[src/rtl/color_mask_centroid_assert.svh]
// Assertion macros for the color mask and centroid block.
// Included by the top level; needs no package.
`ifndef COLOR_MASK_CENTROID_ASSERT_SVH
`define COLOR_MASK_CENTROID_ASSERT_SVH

// The consequent must hold in the same cycle as the antecedent.
`define CMC_ASSERT_IMPLIES(label, clk, rst, ante, cons) \
   label: assert property (@(posedge clk) disable iff (rst) (ante) |-> (cons)) \
      else $error("Same-cycle implication failed.");

// The consequent must hold in the cycle after the antecedent.
`define CMC_ASSERT_NEXT(label, clk, rst, ante, cons) \
   label: assert property (@(posedge clk) disable iff (rst) (ante) |=> (cons)) \
      else $error("Next-cycle implication failed.");

`endif

[src/rtl/cmc_pkg.sv]
// Shared types and constants for the color mask and centroid block.
// Used by every module of the block; depends on nothing.
package cmc_pkg;

   localparam int MAX_WIDTH  = 1024;
   localparam int MAX_HEIGHT = 512;
   localparam int COL_W      = $clog2(MAX_WIDTH);
   localparam int ROW_W      = $clog2(MAX_HEIGHT);

   localparam int CHAN_W   = 8;
   localparam int MARGIN_W = 8;
   localparam int COUNT_W  = 20;
   localparam int CSUM_W   = 30;
   localparam int RSUM_W   = 29;
   localparam int CX_W     = 14;
   localparam int CY_W     = 13;
   localparam int FRAC_W   = 4;

   localparam logic [COL_W-1:0]   COL_LAST  = COL_W'(MAX_WIDTH - 1);
   localparam logic [ROW_W-1:0]   ROW_LAST  = ROW_W'(MAX_HEIGHT - 1);
   localparam logic [COUNT_W-1:0] COUNT_MAX = '1;
   localparam logic [CSUM_W-1:0]  CSUM_MAX  = '1;
   localparam logic [RSUM_W-1:0]  RSUM_MAX  = '1;

   localparam int CSR_IDX_W  = 2;
   localparam int CSR_DATA_W = COUNT_W;

   localparam logic [MARGIN_W-1:0] RED_MARGIN_RESET  = 8'd40;
   localparam logic [MARGIN_W-1:0] BLUE_MARGIN_RESET = 8'd30;
   localparam logic [COUNT_W-1:0]  PRESENCE_RESET    = 20'd100;

   localparam int QUEUE_DEPTH = 4;
   localparam int QPTR_W      = $clog2(QUEUE_DEPTH);
   localparam int QCNT_W      = $clog2(QUEUE_DEPTH + 1);

   localparam int DIV_STEPS  = CX_W;
   localparam int DIV_STEP_W = $clog2(DIV_STEPS + 1);

   typedef enum logic [CSR_IDX_W-1:0] {
      CSR_RED_MARGIN  = 2'd0,
      CSR_BLUE_MARGIN = 2'd1,
      CSR_PRESENCE    = 2'd2
   } cmc_csr_type;

   typedef enum logic [1:0] {
      BK_IDLE,
      BK_DIVIDE
   } cmc_back_state_type;

   typedef struct packed {
      logic               red_mask;
      logic               not_blue_mask;
      logic               frame_end;
      logic [COUNT_W-1:0] count;
      logic [CSUM_W-1:0]  col_sum;
      logic [RSUM_W-1:0]  row_sum;
   } cmc_entry_type;

   typedef struct packed {
      logic empty;
      logic full;
   } cmc_qstat_type;

endpackage

[src/rtl/cmc_front.sv]
// Front end: classifies each pixel and keeps the raster position and frame totals.
// Depends on cmc_pkg; feeds cmc_queue.
module cmc_front import cmc_pkg::*; (
   input  logic                clock,
   input  logic                reset,
   input  logic                req_valid,
   input  logic [CHAN_W-1:0]   req_pixel_blue,
   input  logic [CHAN_W-1:0]   req_pixel_green,
   input  logic [CHAN_W-1:0]   req_pixel_red,
   input  logic                req_last_in_line,
   input  logic                req_last_in_frame,
   input  logic [MARGIN_W-1:0] red_margin,
   input  logic [MARGIN_W-1:0] blue_margin,
   input  cmc_qstat_type       q_stat,
   output logic                push,
   output cmc_entry_type       entry
);

   localparam int CMP_W  = CHAN_W + 1;
   localparam int CSUM_EW = CSUM_W + 1;
   localparam int RSUM_EW = RSUM_W + 1;

   logic [COL_W-1:0]   col_ff, col_in;
   logic [ROW_W-1:0]   row_ff, row_in;
   logic [COUNT_W-1:0] count_ff, count_in;
   logic [CSUM_W-1:0]  csum_ff, csum_in;
   logic [RSUM_W-1:0]  rsum_ff, rsum_in;

   logic [CMP_W-1:0]   r_ext, g_ext, b_ext;
   logic               is_red, is_blue;
   logic [CSUM_EW-1:0] csum_add;
   logic [RSUM_EW-1:0] rsum_add;
   logic [COUNT_W-1:0] count_upd;
   logic [CSUM_W-1:0]  csum_upd;
   logic [RSUM_W-1:0]  rsum_upd;

   always_comb begin
      r_ext   = {1'b0, req_pixel_red};
      g_ext   = {1'b0, req_pixel_green};
      b_ext   = {1'b0, req_pixel_blue};
      is_red  = (r_ext > b_ext + CMP_W'(red_margin)) && (r_ext > g_ext + CMP_W'(red_margin));
      is_blue = (b_ext > r_ext + CMP_W'(blue_margin)) && (b_ext > g_ext + CMP_W'(blue_margin));

      csum_add = {1'b0, csum_ff} + CSUM_EW'(col_ff);
      rsum_add = {1'b0, rsum_ff} + RSUM_EW'(row_ff);

      count_upd = count_ff;
      csum_upd  = csum_ff;
      rsum_upd  = rsum_ff;
      if (is_red) begin
         if (count_ff != COUNT_MAX) begin
            count_upd = count_ff + COUNT_W'(1);
         end
         csum_upd = csum_add[CSUM_W] ? CSUM_MAX : csum_add[CSUM_W-1:0];
         rsum_upd = rsum_add[RSUM_W] ? RSUM_MAX : rsum_add[RSUM_W-1:0];
      end

      push                = req_valid && !q_stat.full;
      entry.red_mask      = is_red;
      entry.not_blue_mask = !is_blue;
      entry.frame_end     = req_last_in_frame;
      entry.count         = count_upd;
      entry.col_sum       = csum_upd;
      entry.row_sum       = rsum_upd;

      col_in   = col_ff;
      row_in   = row_ff;
      count_in = count_ff;
      csum_in  = csum_ff;
      rsum_in  = rsum_ff;
      if (push) begin
         if (req_last_in_frame) begin
            col_in   = '0;
            row_in   = '0;
            count_in = '0;
            csum_in  = '0;
            rsum_in  = '0;
         end else begin
            count_in = count_upd;
            csum_in  = csum_upd;
            rsum_in  = rsum_upd;
            if (req_last_in_line) begin
               col_in = '0;
               if (row_ff != ROW_LAST) begin
                  row_in = row_ff + ROW_W'(1);
               end
            end else if (col_ff != COL_LAST) begin
               col_in = col_ff + COL_W'(1);
            end
         end
      end
   end

   always_ff @(posedge clock) begin
      if (reset) begin
         col_ff   <= '0;
         row_ff   <= '0;
         count_ff <= '0;
         csum_ff  <= '0;
         rsum_ff  <= '0;
      end else begin
         col_ff   <= col_in;
         row_ff   <= row_in;
         count_ff <= count_in;
         csum_ff  <= csum_in;
         rsum_ff  <= rsum_in;
      end
   end

endmodule

[src/rtl/cmc_queue.sv]
// Short queue of classified pixels between the front and back ends.
// Depends on cmc_pkg.
module cmc_queue import cmc_pkg::*; (
   input  logic          clock,
   input  logic          reset,
   input  logic          push,
   input  cmc_entry_type push_entry,
   input  logic          pop,
   output cmc_entry_type head,
   output cmc_qstat_type q_stat
);

   cmc_entry_type     slot_ff [QUEUE_DEPTH];
   logic [QPTR_W-1:0] wr_ptr_ff, wr_ptr_in;
   logic [QPTR_W-1:0] rd_ptr_ff, rd_ptr_in;
   logic [QCNT_W-1:0] fill_ff, fill_in;

   always_comb begin
      q_stat.empty = (fill_ff == '0);
      q_stat.full  = (fill_ff == QCNT_W'(QUEUE_DEPTH));
      head         = slot_ff[rd_ptr_ff];

      wr_ptr_in = push ? wr_ptr_ff + QPTR_W'(1) : wr_ptr_ff;
      rd_ptr_in = pop ? rd_ptr_ff + QPTR_W'(1) : rd_ptr_ff;
      fill_in   = fill_ff;
      if (push && !pop) begin
         fill_in = fill_ff + QCNT_W'(1);
      end else if (pop && !push) begin
         fill_in = fill_ff - QCNT_W'(1);
      end
   end

   always_ff @(posedge clock) begin
      if (push) begin
         slot_ff[wr_ptr_ff] <= push_entry;
      end
   end

   always_ff @(posedge clock) begin
      if (reset) begin
         wr_ptr_ff <= '0;
         rd_ptr_ff <= '0;
         fill_ff   <= '0;
      end else begin
         wr_ptr_ff <= wr_ptr_in;
         rd_ptr_ff <= rd_ptr_in;
         fill_ff   <= fill_in;
      end
   end

endmodule

[src/rtl/cmc_divider.sv]
// Radix-2 restoring divider that forms both centroid coordinates at once.
// Depends on cmc_pkg; used by cmc_back.
module cmc_divider import cmc_pkg::*; (
   input  logic               clock,
   input  logic               reset,
   input  logic               start,
   input  logic [CSUM_W-1:0]  col_sum,
   input  logic [RSUM_W-1:0]  row_sum,
   input  logic [COUNT_W-1:0] count,
   output logic               busy,
   output logic [CX_W-1:0]    quot_x,
   output logic [CY_W-1:0]    quot_y
);

   localparam int LOW_W  = CX_W - FRAC_W;
   localparam int SATY_W = CY_W - FRAC_W;
   localparam int REM_EW = COUNT_W + 1;

   logic                  busy_ff, busy_in;
   logic [DIV_STEP_W-1:0] steps_ff, steps_in;
   logic [COUNT_W-1:0]    div_ff, div_in;
   logic [COUNT_W-1:0]    rem_x_ff, rem_x_in, rem_y_ff, rem_y_in;
   logic [DIV_STEPS-1:0]  low_x_ff, low_x_in, low_y_ff, low_y_in;
   logic [DIV_STEPS-1:0]  q_x_ff, q_x_in, q_y_ff, q_y_in;
   logic                  sat_x_ff, sat_x_in, sat_y_ff, sat_y_in;

   logic [REM_EW-1:0]     trial_x, trial_y;
   logic                  ge_x, ge_y;

   always_comb begin
      trial_x = {rem_x_ff, low_x_ff[DIV_STEPS-1]};
      trial_y = {rem_y_ff, low_y_ff[DIV_STEPS-1]};
      ge_x    = trial_x >= {1'b0, div_ff};
      ge_y    = trial_y >= {1'b0, div_ff};

      busy_in  = busy_ff;
      steps_in = steps_ff;
      div_in   = div_ff;
      rem_x_in = rem_x_ff;
      rem_y_in = rem_y_ff;
      low_x_in = low_x_ff;
      low_y_in = low_y_ff;
      q_x_in   = q_x_ff;
      q_y_in   = q_y_ff;
      sat_x_in = sat_x_ff;
      sat_y_in = sat_y_ff;

      if (start) begin
         busy_in  = 1'b1;
         steps_in = DIV_STEP_W'(DIV_STEPS);
         div_in   = count;
         rem_x_in = COUNT_W'(col_sum[CSUM_W-1:LOW_W]);
         rem_y_in = COUNT_W'(row_sum[RSUM_W-1:LOW_W]);
         low_x_in = {col_sum[LOW_W-1:0], FRAC_W'(0)};
         low_y_in = {row_sum[LOW_W-1:0], FRAC_W'(0)};
         q_x_in   = '0;
         q_y_in   = '0;
         sat_x_in = COUNT_W'(col_sum[CSUM_W-1:LOW_W]) >= count;
         sat_y_in = COUNT_W'(row_sum[RSUM_W-1:SATY_W]) >= count;
      end else if (busy_ff) begin
         rem_x_in = ge_x ? COUNT_W'(trial_x - {1'b0, div_ff}) : trial_x[COUNT_W-1:0];
         rem_y_in = ge_y ? COUNT_W'(trial_y - {1'b0, div_ff}) : trial_y[COUNT_W-1:0];
         low_x_in = {low_x_ff[DIV_STEPS-2:0], 1'b0};
         low_y_in = {low_y_ff[DIV_STEPS-2:0], 1'b0};
         q_x_in   = {q_x_ff[DIV_STEPS-2:0], ge_x};
         q_y_in   = {q_y_ff[DIV_STEPS-2:0], ge_y};
         steps_in = steps_ff - DIV_STEP_W'(1);
         busy_in  = (steps_ff != DIV_STEP_W'(1));
      end

      busy   = busy_ff;
      quot_x = sat_x_ff ? '1 : q_x_ff[CX_W-1:0];
      quot_y = sat_y_ff ? '1 : q_y_ff[CY_W-1:0];
   end

   always_ff @(posedge clock) begin
      steps_ff <= steps_in;
      div_ff   <= div_in;
      rem_x_ff <= rem_x_in;
      rem_y_ff <= rem_y_in;
      low_x_ff <= low_x_in;
      low_y_ff <= low_y_in;
      q_x_ff   <= q_x_in;
      q_y_ff   <= q_y_in;
      sat_x_ff <= sat_x_in;
      sat_y_ff <= sat_y_in;
   end

   always_ff @(posedge clock) begin
      if (reset) begin
         busy_ff <= 1'b0;
      end else begin
         busy_ff <= busy_in;
      end
   end

endmodule

[src/rtl/cmc_back.sv]
// Back end: drains the queue, runs frame-end centroid division, and drives the result register.
// Depends on cmc_pkg and cmc_divider.
module cmc_back import cmc_pkg::*; (
   input  logic               clock,
   input  logic               reset,
   input  cmc_qstat_type      q_stat,
   input  cmc_entry_type      head,
   output logic               pop,
   input  logic [COUNT_W-1:0] presence_threshold,
   output logic               rsp_valid,
   input  logic               rsp_stall,
   output logic               rsp_red_mask,
   output logic               rsp_not_blue_mask,
   output logic               rsp_frame_done,
   output logic [COUNT_W-1:0] rsp_red_count,
   output logic               rsp_object_present,
   output logic [CX_W-1:0]    rsp_centroid_x,
   output logic [CY_W-1:0]    rsp_centroid_y,
   output logic               rsp_centroid_fresh
);

   cmc_back_state_type state_ff, state_in;
   cmc_entry_type      cur_ff, cur_in;
   logic [CX_W-1:0]    held_x_ff, held_x_in;
   logic [CY_W-1:0]    held_y_ff, held_y_in;

   logic               valid_ff, valid_in;
   logic               red_ff, red_in;
   logic               not_blue_ff, not_blue_in;
   logic               done_ff, done_in;
   logic [COUNT_W-1:0] count_ff, count_in;
   logic               present_ff, present_in;
   logic [CX_W-1:0]    cx_ff, cx_in;
   logic [CY_W-1:0]    cy_ff, cy_in;
   logic               fresh_ff, fresh_in;

   logic               out_free;
   logic               div_start;
   logic               div_busy;
   logic [CX_W-1:0]    quot_x;
   logic [CY_W-1:0]    quot_y;

   cmc_divider u_divider (
      .clock   (clock),
      .reset   (reset),
      .start   (div_start),
      .col_sum (head.col_sum),
      .row_sum (head.row_sum),
      .count   (head.count),
      .busy    (div_busy),
      .quot_x  (quot_x),
      .quot_y  (quot_y)
   );

   always_comb begin
      out_free    = !valid_ff || !rsp_stall;
      pop         = 1'b0;
      div_start   = 1'b0;
      state_in    = state_ff;
      cur_in      = cur_ff;
      held_x_in   = held_x_ff;
      held_y_in   = held_y_ff;
      valid_in    = valid_ff && rsp_stall;
      red_in      = red_ff;
      not_blue_in = not_blue_ff;
      done_in     = done_ff;
      count_in    = count_ff;
      present_in  = present_ff;
      cx_in       = cx_ff;
      cy_in       = cy_ff;
      fresh_in    = fresh_ff;

      unique case (state_ff)
         BK_IDLE: begin
            if (!q_stat.empty && out_free) begin
               pop = 1'b1;
               if (head.frame_end && head.count != '0) begin
                  div_start = 1'b1;
                  cur_in    = head;
                  state_in  = BK_DIVIDE;
               end else begin
                  valid_in    = 1'b1;
                  red_in      = head.red_mask;
                  not_blue_in = head.not_blue_mask;
                  done_in     = head.frame_end;
                  count_in    = head.frame_end ? head.count : '0;
                  present_in  = head.frame_end && (head.count > presence_threshold);
                  cx_in       = head.frame_end ? held_x_ff : '0;
                  cy_in       = head.frame_end ? held_y_ff : '0;
                  fresh_in    = 1'b0;
               end
            end
         end
         BK_DIVIDE: begin
            if (!div_busy && out_free) begin
               valid_in    = 1'b1;
               red_in      = cur_ff.red_mask;
               not_blue_in = cur_ff.not_blue_mask;
               done_in     = 1'b1;
               count_in    = cur_ff.count;
               present_in  = cur_ff.count > presence_threshold;
               cx_in       = quot_x;
               cy_in       = quot_y;
               fresh_in    = 1'b1;
               held_x_in   = quot_x;
               held_y_in   = quot_y;
               state_in    = BK_IDLE;
            end
         end
         default: begin
            state_in = BK_IDLE;
         end
      endcase

      rsp_valid          = valid_ff;
      rsp_red_mask       = red_ff;
      rsp_not_blue_mask  = not_blue_ff;
      rsp_frame_done     = done_ff;
      rsp_red_count      = count_ff;
      rsp_object_present = present_ff;
      rsp_centroid_x     = cx_ff;
      rsp_centroid_y     = cy_ff;
      rsp_centroid_fresh = fresh_ff;
   end

   always_ff @(posedge clock) begin
      if (reset) begin
         state_ff  <= BK_IDLE;
         valid_ff  <= 1'b0;
         held_x_ff <= '0;
         held_y_ff <= '0;
      end else begin
         state_ff  <= state_in;
         valid_ff  <= valid_in;
         held_x_ff <= held_x_in;
         held_y_ff <= held_y_in;
      end
   end

   always_ff @(posedge clock) begin
      cur_ff      <= cur_in;
      red_ff      <= red_in;
      not_blue_ff <= not_blue_in;
      done_ff     <= done_in;
      count_ff    <= count_in;
      present_ff  <= present_in;
      cx_ff       <= cx_in;
      cy_ff       <= cy_in;
      fresh_ff    <= fresh_in;
   end

endmodule

[src/rtl/color_mask_centroid.sv]
// Pixels are accepted one per cycle while the 4-entry queue between the front and back ends
// has room; every pixel yields one result transaction with its red and not-blue mask bits.
// The last pixel of a frame also carries the frame totals. When the frame holds red pixels,
// the back end takes that transaction, runs the 14 steps of the shared restoring divider,
// and then loads the result. With the result side ready, a steady pixel stream therefore
// stalls after each such frame end once the queue has filled. Depends on cmc_pkg and the
// assertion macros header.
`include "color_mask_centroid_assert.svh"

module color_mask_centroid import cmc_pkg::*; (
   input  logic                  clock,
   input  logic                  reset,
   input  logic                  req_valid,
   output logic                  req_stall,
   input  logic [CHAN_W-1:0]     req_pixel_blue,
   input  logic [CHAN_W-1:0]     req_pixel_green,
   input  logic [CHAN_W-1:0]     req_pixel_red,
   input  logic                  req_last_in_line,
   input  logic                  req_last_in_frame,
   output logic                  rsp_valid,
   input  logic                  rsp_stall,
   output logic                  rsp_red_mask,
   output logic                  rsp_not_blue_mask,
   output logic                  rsp_frame_done,
   output logic [COUNT_W-1:0]    rsp_red_count,
   output logic                  rsp_object_present,
   output logic [CX_W-1:0]       rsp_centroid_x,
   output logic [CY_W-1:0]       rsp_centroid_y,
   output logic                  rsp_centroid_fresh,
   input  logic                  csr_valid,
   output logic                  csr_ready,
   input  logic [CSR_IDX_W-1:0]  csr_index,
   input  logic [CSR_DATA_W-1:0] csr_wdata
);

   logic [MARGIN_W-1:0] red_margin_ff, red_margin_in;
   logic [MARGIN_W-1:0] blue_margin_ff, blue_margin_in;
   logic [COUNT_W-1:0]  presence_ff, presence_in;

   cmc_qstat_type q_stat;
   cmc_entry_type push_entry;
   cmc_entry_type head;
   logic          push;
   logic          pop;

   always_comb begin
      csr_ready      = 1'b1;
      red_margin_in  = red_margin_ff;
      blue_margin_in = blue_margin_ff;
      presence_in    = presence_ff;
      if (csr_valid) begin
         unique case (csr_index)
            CSR_RED_MARGIN:  red_margin_in  = csr_wdata[MARGIN_W-1:0];
            CSR_BLUE_MARGIN: blue_margin_in = csr_wdata[MARGIN_W-1:0];
            CSR_PRESENCE:    presence_in    = csr_wdata[COUNT_W-1:0];
            default: begin
            end
         endcase
      end
      req_stall = q_stat.full;
   end

   always_ff @(posedge clock) begin
      if (reset) begin
         red_margin_ff  <= RED_MARGIN_RESET;
         blue_margin_ff <= BLUE_MARGIN_RESET;
         presence_ff    <= PRESENCE_RESET;
      end else begin
         red_margin_ff  <= red_margin_in;
         blue_margin_ff <= blue_margin_in;
         presence_ff    <= presence_in;
      end
   end

   cmc_front u_front (
      .clock             (clock),
      .reset             (reset),
      .req_valid         (req_valid),
      .req_pixel_blue    (req_pixel_blue),
      .req_pixel_green   (req_pixel_green),
      .req_pixel_red     (req_pixel_red),
      .req_last_in_line  (req_last_in_line),
      .req_last_in_frame (req_last_in_frame),
      .red_margin        (red_margin_ff),
      .blue_margin       (blue_margin_ff),
      .q_stat            (q_stat),
      .push              (push),
      .entry             (push_entry)
   );

   cmc_queue u_queue (
      .clock      (clock),
      .reset      (reset),
      .push       (push),
      .push_entry (push_entry),
      .pop        (pop),
      .head       (head),
      .q_stat     (q_stat)
   );

   cmc_back u_back (
      .clock              (clock),
      .reset              (reset),
      .q_stat             (q_stat),
      .head               (head),
      .pop                (pop),
      .presence_threshold (presence_ff),
      .rsp_valid          (rsp_valid),
      .rsp_stall          (rsp_stall),
      .rsp_red_mask       (rsp_red_mask),
      .rsp_not_blue_mask  (rsp_not_blue_mask),
      .rsp_frame_done     (rsp_frame_done),
      .rsp_red_count      (rsp_red_count),
      .rsp_object_present (rsp_object_present),
      .rsp_centroid_x     (rsp_centroid_x),
      .rsp_centroid_y     (rsp_centroid_y),
      .rsp_centroid_fresh (rsp_centroid_fresh)
   );

   `CMC_ASSERT_IMPLIES(a_totals_only_at_frame_end, clock, reset, rsp_valid && !rsp_frame_done, rsp_red_count == '0 && !rsp_object_present && !rsp_centroid_fresh && rsp_centroid_x == '0 && rsp_centroid_y == '0)
   `CMC_ASSERT_IMPLIES(a_fresh_needs_red_pixels, clock, reset, rsp_valid && rsp_centroid_fresh, rsp_frame_done && rsp_red_count != '0)
   `CMC_ASSERT_IMPLIES(a_present_needs_count, clock, reset, rsp_valid && rsp_object_present, rsp_red_count > presence_ff)
   `CMC_ASSERT_NEXT(a_reset_empties_block, clock, 1'b0, reset, !rsp_valid && !req_stall)

endmodule
[config.mk]
export PLATFORM = sky130hd
export DESIGN_NAME = color_mask_centroid
export DESIGN_NICKNAME = d
export VERILOG_FILES = /design/src/rtl/cmc_pkg.sv /design/src/rtl/cmc_front.sv /design/src/rtl/cmc_queue.sv /design/src/rtl/cmc_divider.sv /design/src/rtl/cmc_back.sv /design/src/rtl/color_mask_centroid.sv
export VERILOG_INCLUDE_DIRS = /design/src /design/src/rtl
export SDC_FILE = /design/constraint.sdc
export NUM_CORES = 1
export LEC_CHECK = 0
export ABC_CLOCK_PERIOD_IN_PS = 5250
export BUFFER_PORTS_ARGS = -buffer_cell sky130_fd_sc_hd__buf_2
export CORE_ASPECT_RATIO = 0.75
export CORE_MARGIN = 4
export CORE_UTILIZATION = 50
export DETAILED_ROUTE_END_ITERATION = 16
export PLACE_DENSITY = 0.69
export SYNTH_ARGS = -nofsm -noshare
export SYNTH_HDL_FRONTEND = slang
export SYNTH_SLANG_ARGS = --single-unit
[constraint.sdc]
create_clock -name clock -period 5.25 [get_ports clock]
set_clock_uncertainty 0.2 [all_clocks]
set_input_delay 1.575 -clock clock [delete_from_list [all_inputs] [get_ports clock]]
set_output_delay 1.575 -clock clock [all_outputs]
set_load 0.005 [all_outputs]
Word level (Yosys, flattened, before mapping) --
Memories as Yosys holds them, arrays and structs flattened. A register that Yosys moved wholly into a read port is not among the register bits. Index checks and enable logic that the tools add are counted.
Storage, ports and cells: bits in registers 359, memory bits (writable) 328, input bits 53, output and inout port bits 55, word-level logic and storage cells 197, memories 1
Memories:
- u_queue.slot_ff | depth 4, width 82, rd ports 1, clocked after Yosys merged registers in 1, wr ports 1, RTL line cmc_queue.sv:13 | cmc_entry_type slot_ff [QUEUE_DEPTH];
Operators by class: add/sub/neg operators 16, magnitude comparators 10, eq/ne operators 12, mux-type cells 82, reductions and logical operators 38
Operators by type and width (count):
- 20-bit two-way mux | 11
- 14-bit two-way mux | 9
- 30-bit two-way mux | 3
- 29-bit two-way mux | 3
- 13-bit two-way mux | 5
- 21-bit by 20-bit greater-or-equal comparator with 1-bit output | 2
- 20-bit greater-or-equal comparator | 2
- 20-bit > comparator | 2
- 20-bit one-hot mux with 2 select lines | 1
- 20-bit subtractor | 2
- 19-bit two-way mux | 2
- 8-bit by 8-bit adder with 9-bit output | 4
- 8-bit by 9-bit > comparator with 1-bit output | 4
- 30-bit by 10-bit adder with 31-bit output | 1
- 29-bit by 9-bit adder with 30-bit output | 1
- 10-bit two-way mux | 3
- 14-bit one-hot mux with 2 select lines | 1
- 9-bit two-way mux | 3
- 1-bit two-way mux | 26
- 13-bit one-hot mux with 2 select lines | 1
- 20-bit by 1-bit adder with 20-bit output (second input constant) | 1
- 20-bit inequality test (second input constant) | 1
- 20-bit nonzero test | 1
- 1-bit one-hot mux with 2 select lines | 6
- other kinds (27) | 63

Longest topological paths before layout --
depth after elaboration 8, gate-level depth with buffers 21, mapped depth without buffers 19

Modules after synthesis --
A second synthesis with hierarchy kept.
Unflattened totals: cells, all modules 3007, area, all modules 35124.9 um^2
Modules (own cells, without submodules):
- cmc_queue | times used 1, cells an instance 472, area an instance 12344.3 um^2, seq. area each 10029.6 um^2
- cmc_front | times used 1, cells an instance 1110, area an instance 8543.2 um^2, seq. area each 1961.9 um^2
- cmc_divider | times used 1, cells an instance 778, area an instance 7752.4 um^2, seq. area each 3093.0 um^2
- cmc_back | times used 1, cells an instance 494, area an instance 4924.7 um^2, seq. area each 2802.7 um^2
- color_mask_centroid | times used 1, cells an instance 153, area an instance 1560.2 um^2, seq. area each 720.7 um^2

Worst setup path before layout --
OpenSTA, ideal clock, no wires.
path kind in2reg, from input port req_pixel_blue[1], to memory u_queue.slot_ff[0][78] (netlist name) (data pin), setup time 0.266 ns, arrival 4.992 ns, data required time 4.784 ns, setup slack -0.208 ns, cell stages on the path 19, path buffers 1, path through ha_1 -> a21o_1 -> a21oi_1 -> o21ai_0 -> a21oi_1 -> o21bai_1 -> a21oi_1 -> xor2_1 -> ha_1 -> nand3_1 -> nor2_1 -> a221o_1 -> a211oi_4 -> nand3_4 -> inv_2 -> buf_2 -> nand4_1 -> nor2_1 -> mux2_2
RTL lines:
- start: declaration | RTL line color_mask_centroid.sv:15 | input logic [CHAN_W-1:0] req_pixel_blue,
- end: declaration | RTL line cmc_queue.sv:13

==> impl_metrics.ini <==
[outcome]
status = finished, final reports clean

[pwr]
p_per_area_nw_per_um2 = 544
cellLeakagePower_nw = 14.5
ir_drop_mv = 0.339

[sta]
slew_headroom_pct = 24.8
maxSlewViolCount = 0
fmax_ghz = 0.197
min_period_ns = 5.08
tightestPinTransition_ns = 1.13
hold_viol = 0
setup_viol = 0
totalNegativeSetupSlack_ns = 0
fin_crit_sh_pct = 96.8

[cts]
clockBufferDepth = 3
htree_levels = 3
cts_setup_buffers = 0
clk_pin_slew_ns = 0.07
clock_latency_ns = 0.62
ctsHoldBuffers = 0
cts_buffers = 66
cts_tree = done
clock-root-buffer = clkbuf_16
cts.sinks = 668

[critical_path]
r2r_slack_ns = 0.77
rr_worst_depth = 21
worstPathArrival_ns = 5.24
critPathCaptureType = flop
critPathLaunchType = input pin
cp-startpoint = req_pixel_blue[1]
endpoint = u_queue.slot_ff[3][68]$_DFFE_PP_
required_ns = 5.41
cp_max_fo = 10
reg2reg_from = red_margin_ff[0]$_SDFFE_PP0P_
crit_type = in2reg
regToRegEndpoint = u_queue.slot_ff[3][50]$_DFFE_PP_

[grt]
grt_pass1_wl_mm = 138
grt.overflow.total = 0
grt_max_degree = 104
antenna_found_initial = 0
grt_usage_pct = 24.6
grt-busiest-layer = met2
grtUsageMet3_pct = 3.86
grt_use_met1_pct = 36.6
grt_pass1_vias = 23931
grt_use_met2_pct = 37.8

[yosys]
synthCells = 3005
yosysWarnings = 0
avgSynthCellArea_um2 = 11.3
ys_seq_elements = 668
seq_area_frac_synth_pct = 52.9
synth-async-reset-ratio_pct = 0
synth_edf_count = 463
syn-num-nets = 3281
synth_cell_types = 88
ys.flop_type = edfxtp_1
syn-cell-area_um2 = 34000

[drt]
wl_mm = 89.3
wl_per_cell_um = 21.7
num_vias = 24749
dr.pass1.iters = 5
route.detailed.drc = 0
via_per_inst = 6.01
detail-route-antenna-nets = 0
dr.first_iter.drc_count = 2452

[placed_design]
hpwl_mm = 62.4
port_buffers = 106
place.gp.congestion = 0.919
placed_cell_area_um2 = 36400

[floorplan]
fp.dieW_um = 309
die_h_um = 234
ios = 108
dieArea_um2 = 72300
rows = 82
initial_core_util_pct = 50.7
core_area_um2 = 67100

[worst_hold_path]
hold_path_class = reg2reg

[final_layout]
syn2layout_area_growth_pct = 13.8
postLayoutCellArea_um2 = 38700
insertedDiodeCount = 0
nNetsFinal = 3455
drive_gt1_share_pct = 16.0

[flow_run]
cap_viol_max_count = 0
-- cells in the final DEF, fill, tap and decap left out, drive strengths merged, types with 49 or more instances in the layout --
master / synthesis / layout
inv: 131 / 135
mux4: 82 / 82
a211oi: 49 / 49
edfxtp: 463 / 463
a21oi: 185 / 185
dfxtp: 205 / 205
ha: 214 / 214
mux2i: 51 / 51
xnor2: 81 / 81
buf: 40 / 244
nand2: 323 / 323
clkbuf: 98 / 83
o21ai: 183 / 183
nor3: 54 / 54
nor2: 251 / 251
-- worst min-delay path by stage --
stage                                  from                            to  slack [ns]  cells after the start
2_1_floorplan  presence_ff[10]$_SDFFE_PP0P_  presence_ff[10]$_SDFFE_PP0P_        0.24                      2
3_3_place_gp   presence_ff[15]$_SDFFE_PP0P_  presence_ff[15]$_SDFFE_PP0P_        0.25                      2
3_5_place_dp   presence_ff[13]$_SDFFE_PP0P_  presence_ff[13]$_SDFFE_PP0P_        0.25                      2
4_1_cts         presence_ff[4]$_SDFFE_PP0P_   presence_ff[4]$_SDFFE_PP0P_        0.26                      2
5_1_grt        presence_ff[19]$_SDFFE_PP0P_  presence_ff[19]$_SDFFE_PP0P_        0.29                      2
6_report       presence_ff[10]$_SDFFE_PP0P_  presence_ff[10]$_SDFFE_PP0P_        0.26                      2
-- power breakdown --
part / internal, W / leakage (nW) / switching, W
combinational: 0.00333 / 7.44 / 0.00508
sequential: 0.00711 / 5.94 / 0.000665
clock: 0.00281 / 1.08 / 0.00206
-- Yosys cell counts, types with 17 or more instances --
| cell | instances | share of area, % |
|---|---|---|
| mux4_2 | 82 | 5.4 |
| xor2_1 | 42 | 1.1 |
| xnor2_1 | 81 | 2.1 |
| a21oi_1 | 184 | 2.7 |
| nand2_1 | 323 | 3.6 |
| or3_1 | 24 | 0.44 |
| a22o_1 | 23 | 0.59 |
| nor3_1 | 53 | 0.78 |
| clkbuf_1 | 97 | 1.1 |
| edfxtp_1 | 463 | 41 |
| mux2i_1 | 51 | 1.5 |
| o21a_1 | 34 | 0.75 |
| buf_2 | 26 | 0.38 |
| dfxtp_1 | 205 | 12 |
| nor4_1 | 26 | 0.48 |
| o21ai_0 | 179 | 2.6 |
| inv_1 | 129 | 1.4 |
| and3_1 | 22 | 0.40 |
| ha_1 | 214 | 7.9 |
| nor2_1 | 251 | 2.8 |
| nand3_1 | 40 | 0.59 |
| nand4_1 | 47 | 0.86 |
| nand2b_1 | 24 | 0.44 |
| a211oi_1 | 46 | 1.0 |
| a21o_1 | 44 | 0.97 |
| nor2b_1 | 23 | 0.42 |
| and2_1 | 17 | 0.31 |
-- cell families after synthesis --
group	after synthesis	share of synthesized area [%]
xor gates and xnor gates	123	3.17
muxes	144	7.29
AOI/OAI and AO/OA	674	12.7
buffers and inverters	270	3.13
adders and majority gates	223	8.40
DFF	668	52.9
and+or+nand+nor	902	12.3
other	1	0.0110
-- repair_timing --
item	4_1_cts	5_1_grt
gates resized for setup	0	23
endpoints found under the setup margin	0	277
endpoints found under the hold margin	0	0
-- cell type report --
type,instances,area (um2)
clock buffers,83,1800
clock inverters,39,435
fillers,5481,28400
inverters,132,498
multi-input cells,2067,15100
flip-flops and latches,668,18000
well taps,882,1100
repair buffers,244,1730
-- routing by layer --
layer | wire length (um) | share of wire [%]
met1 | 42000 | 47
met2 | 39200 | 44
met3 | 6200 | 6.9
met4 | 1970 | 2.2
met5 | 0 | 0
-- flip-flops by register name, indices dropped and copies added, names as in the netlist, 9 cells and up, named ones only --
name,cells
u_queue.slot_ff,328
u_front.csum_ff,30
u_front.rsum_ff,29
u_back.cur_ff,22
presence_ff,20
u_back.rsp_red_count,20
u_back.u_divider.rem_x_ff,20
u_back.u_divider.rem_y_ff,20
u_front.count_ff,20
u_back.held_x_ff,14
u_back.rsp_centroid_x,14
u_back.u_divider.q_x_ff,14
u_back.held_y_ff,13
u_back.rsp_centroid_y,13
u_back.u_divider.q_y_ff,13
u_back.u_divider.low_x_ff,10
u_back.u_divider.low_y_ff,10
u_front.col_ff,10
u_front.row_ff,9
-- stage by stage --
step	utilization [%]	setup WS, ns	hold slack (ns)	power (W)	std cells
3_3_place_gp	54.2	-0.423	0.248	0.0159	3993
5_1_grt	57.7	-0.0277	0.287	0.0223	4115
6_report	57.7	0.168	0.261	0.0210	4115
4_1_cts	57.5	0.123	0.262	0.0211	4115
2_1_floorplan	-	-0.0455	0.236	0.0135	3005
3_5_place_dp	54.2	-0.491	0.251	0.0162	3993
-- critical path: stages --
cell      delay, ns
buf_2          0.15
ha_4           0.24
a21o_1         0.17
a21oi_2        0.17
o21ai_1        0.11
a21oi_2        0.16
o21bai_1       0.09
a21oi_1        0.15
xor2_1         0.19
ha_1           0.27
nand3_1        0.13
nor2_1         0.05
a221o_1        0.35
a211oi_4       0.21
buf_12         0.16
nand3_4        0.08
inv_2          0.12
buf_6          0.17
buf_12         0.13
nand4_1        0.14
xnor2_1        0.41
Power figures use the tool's default switching activity.
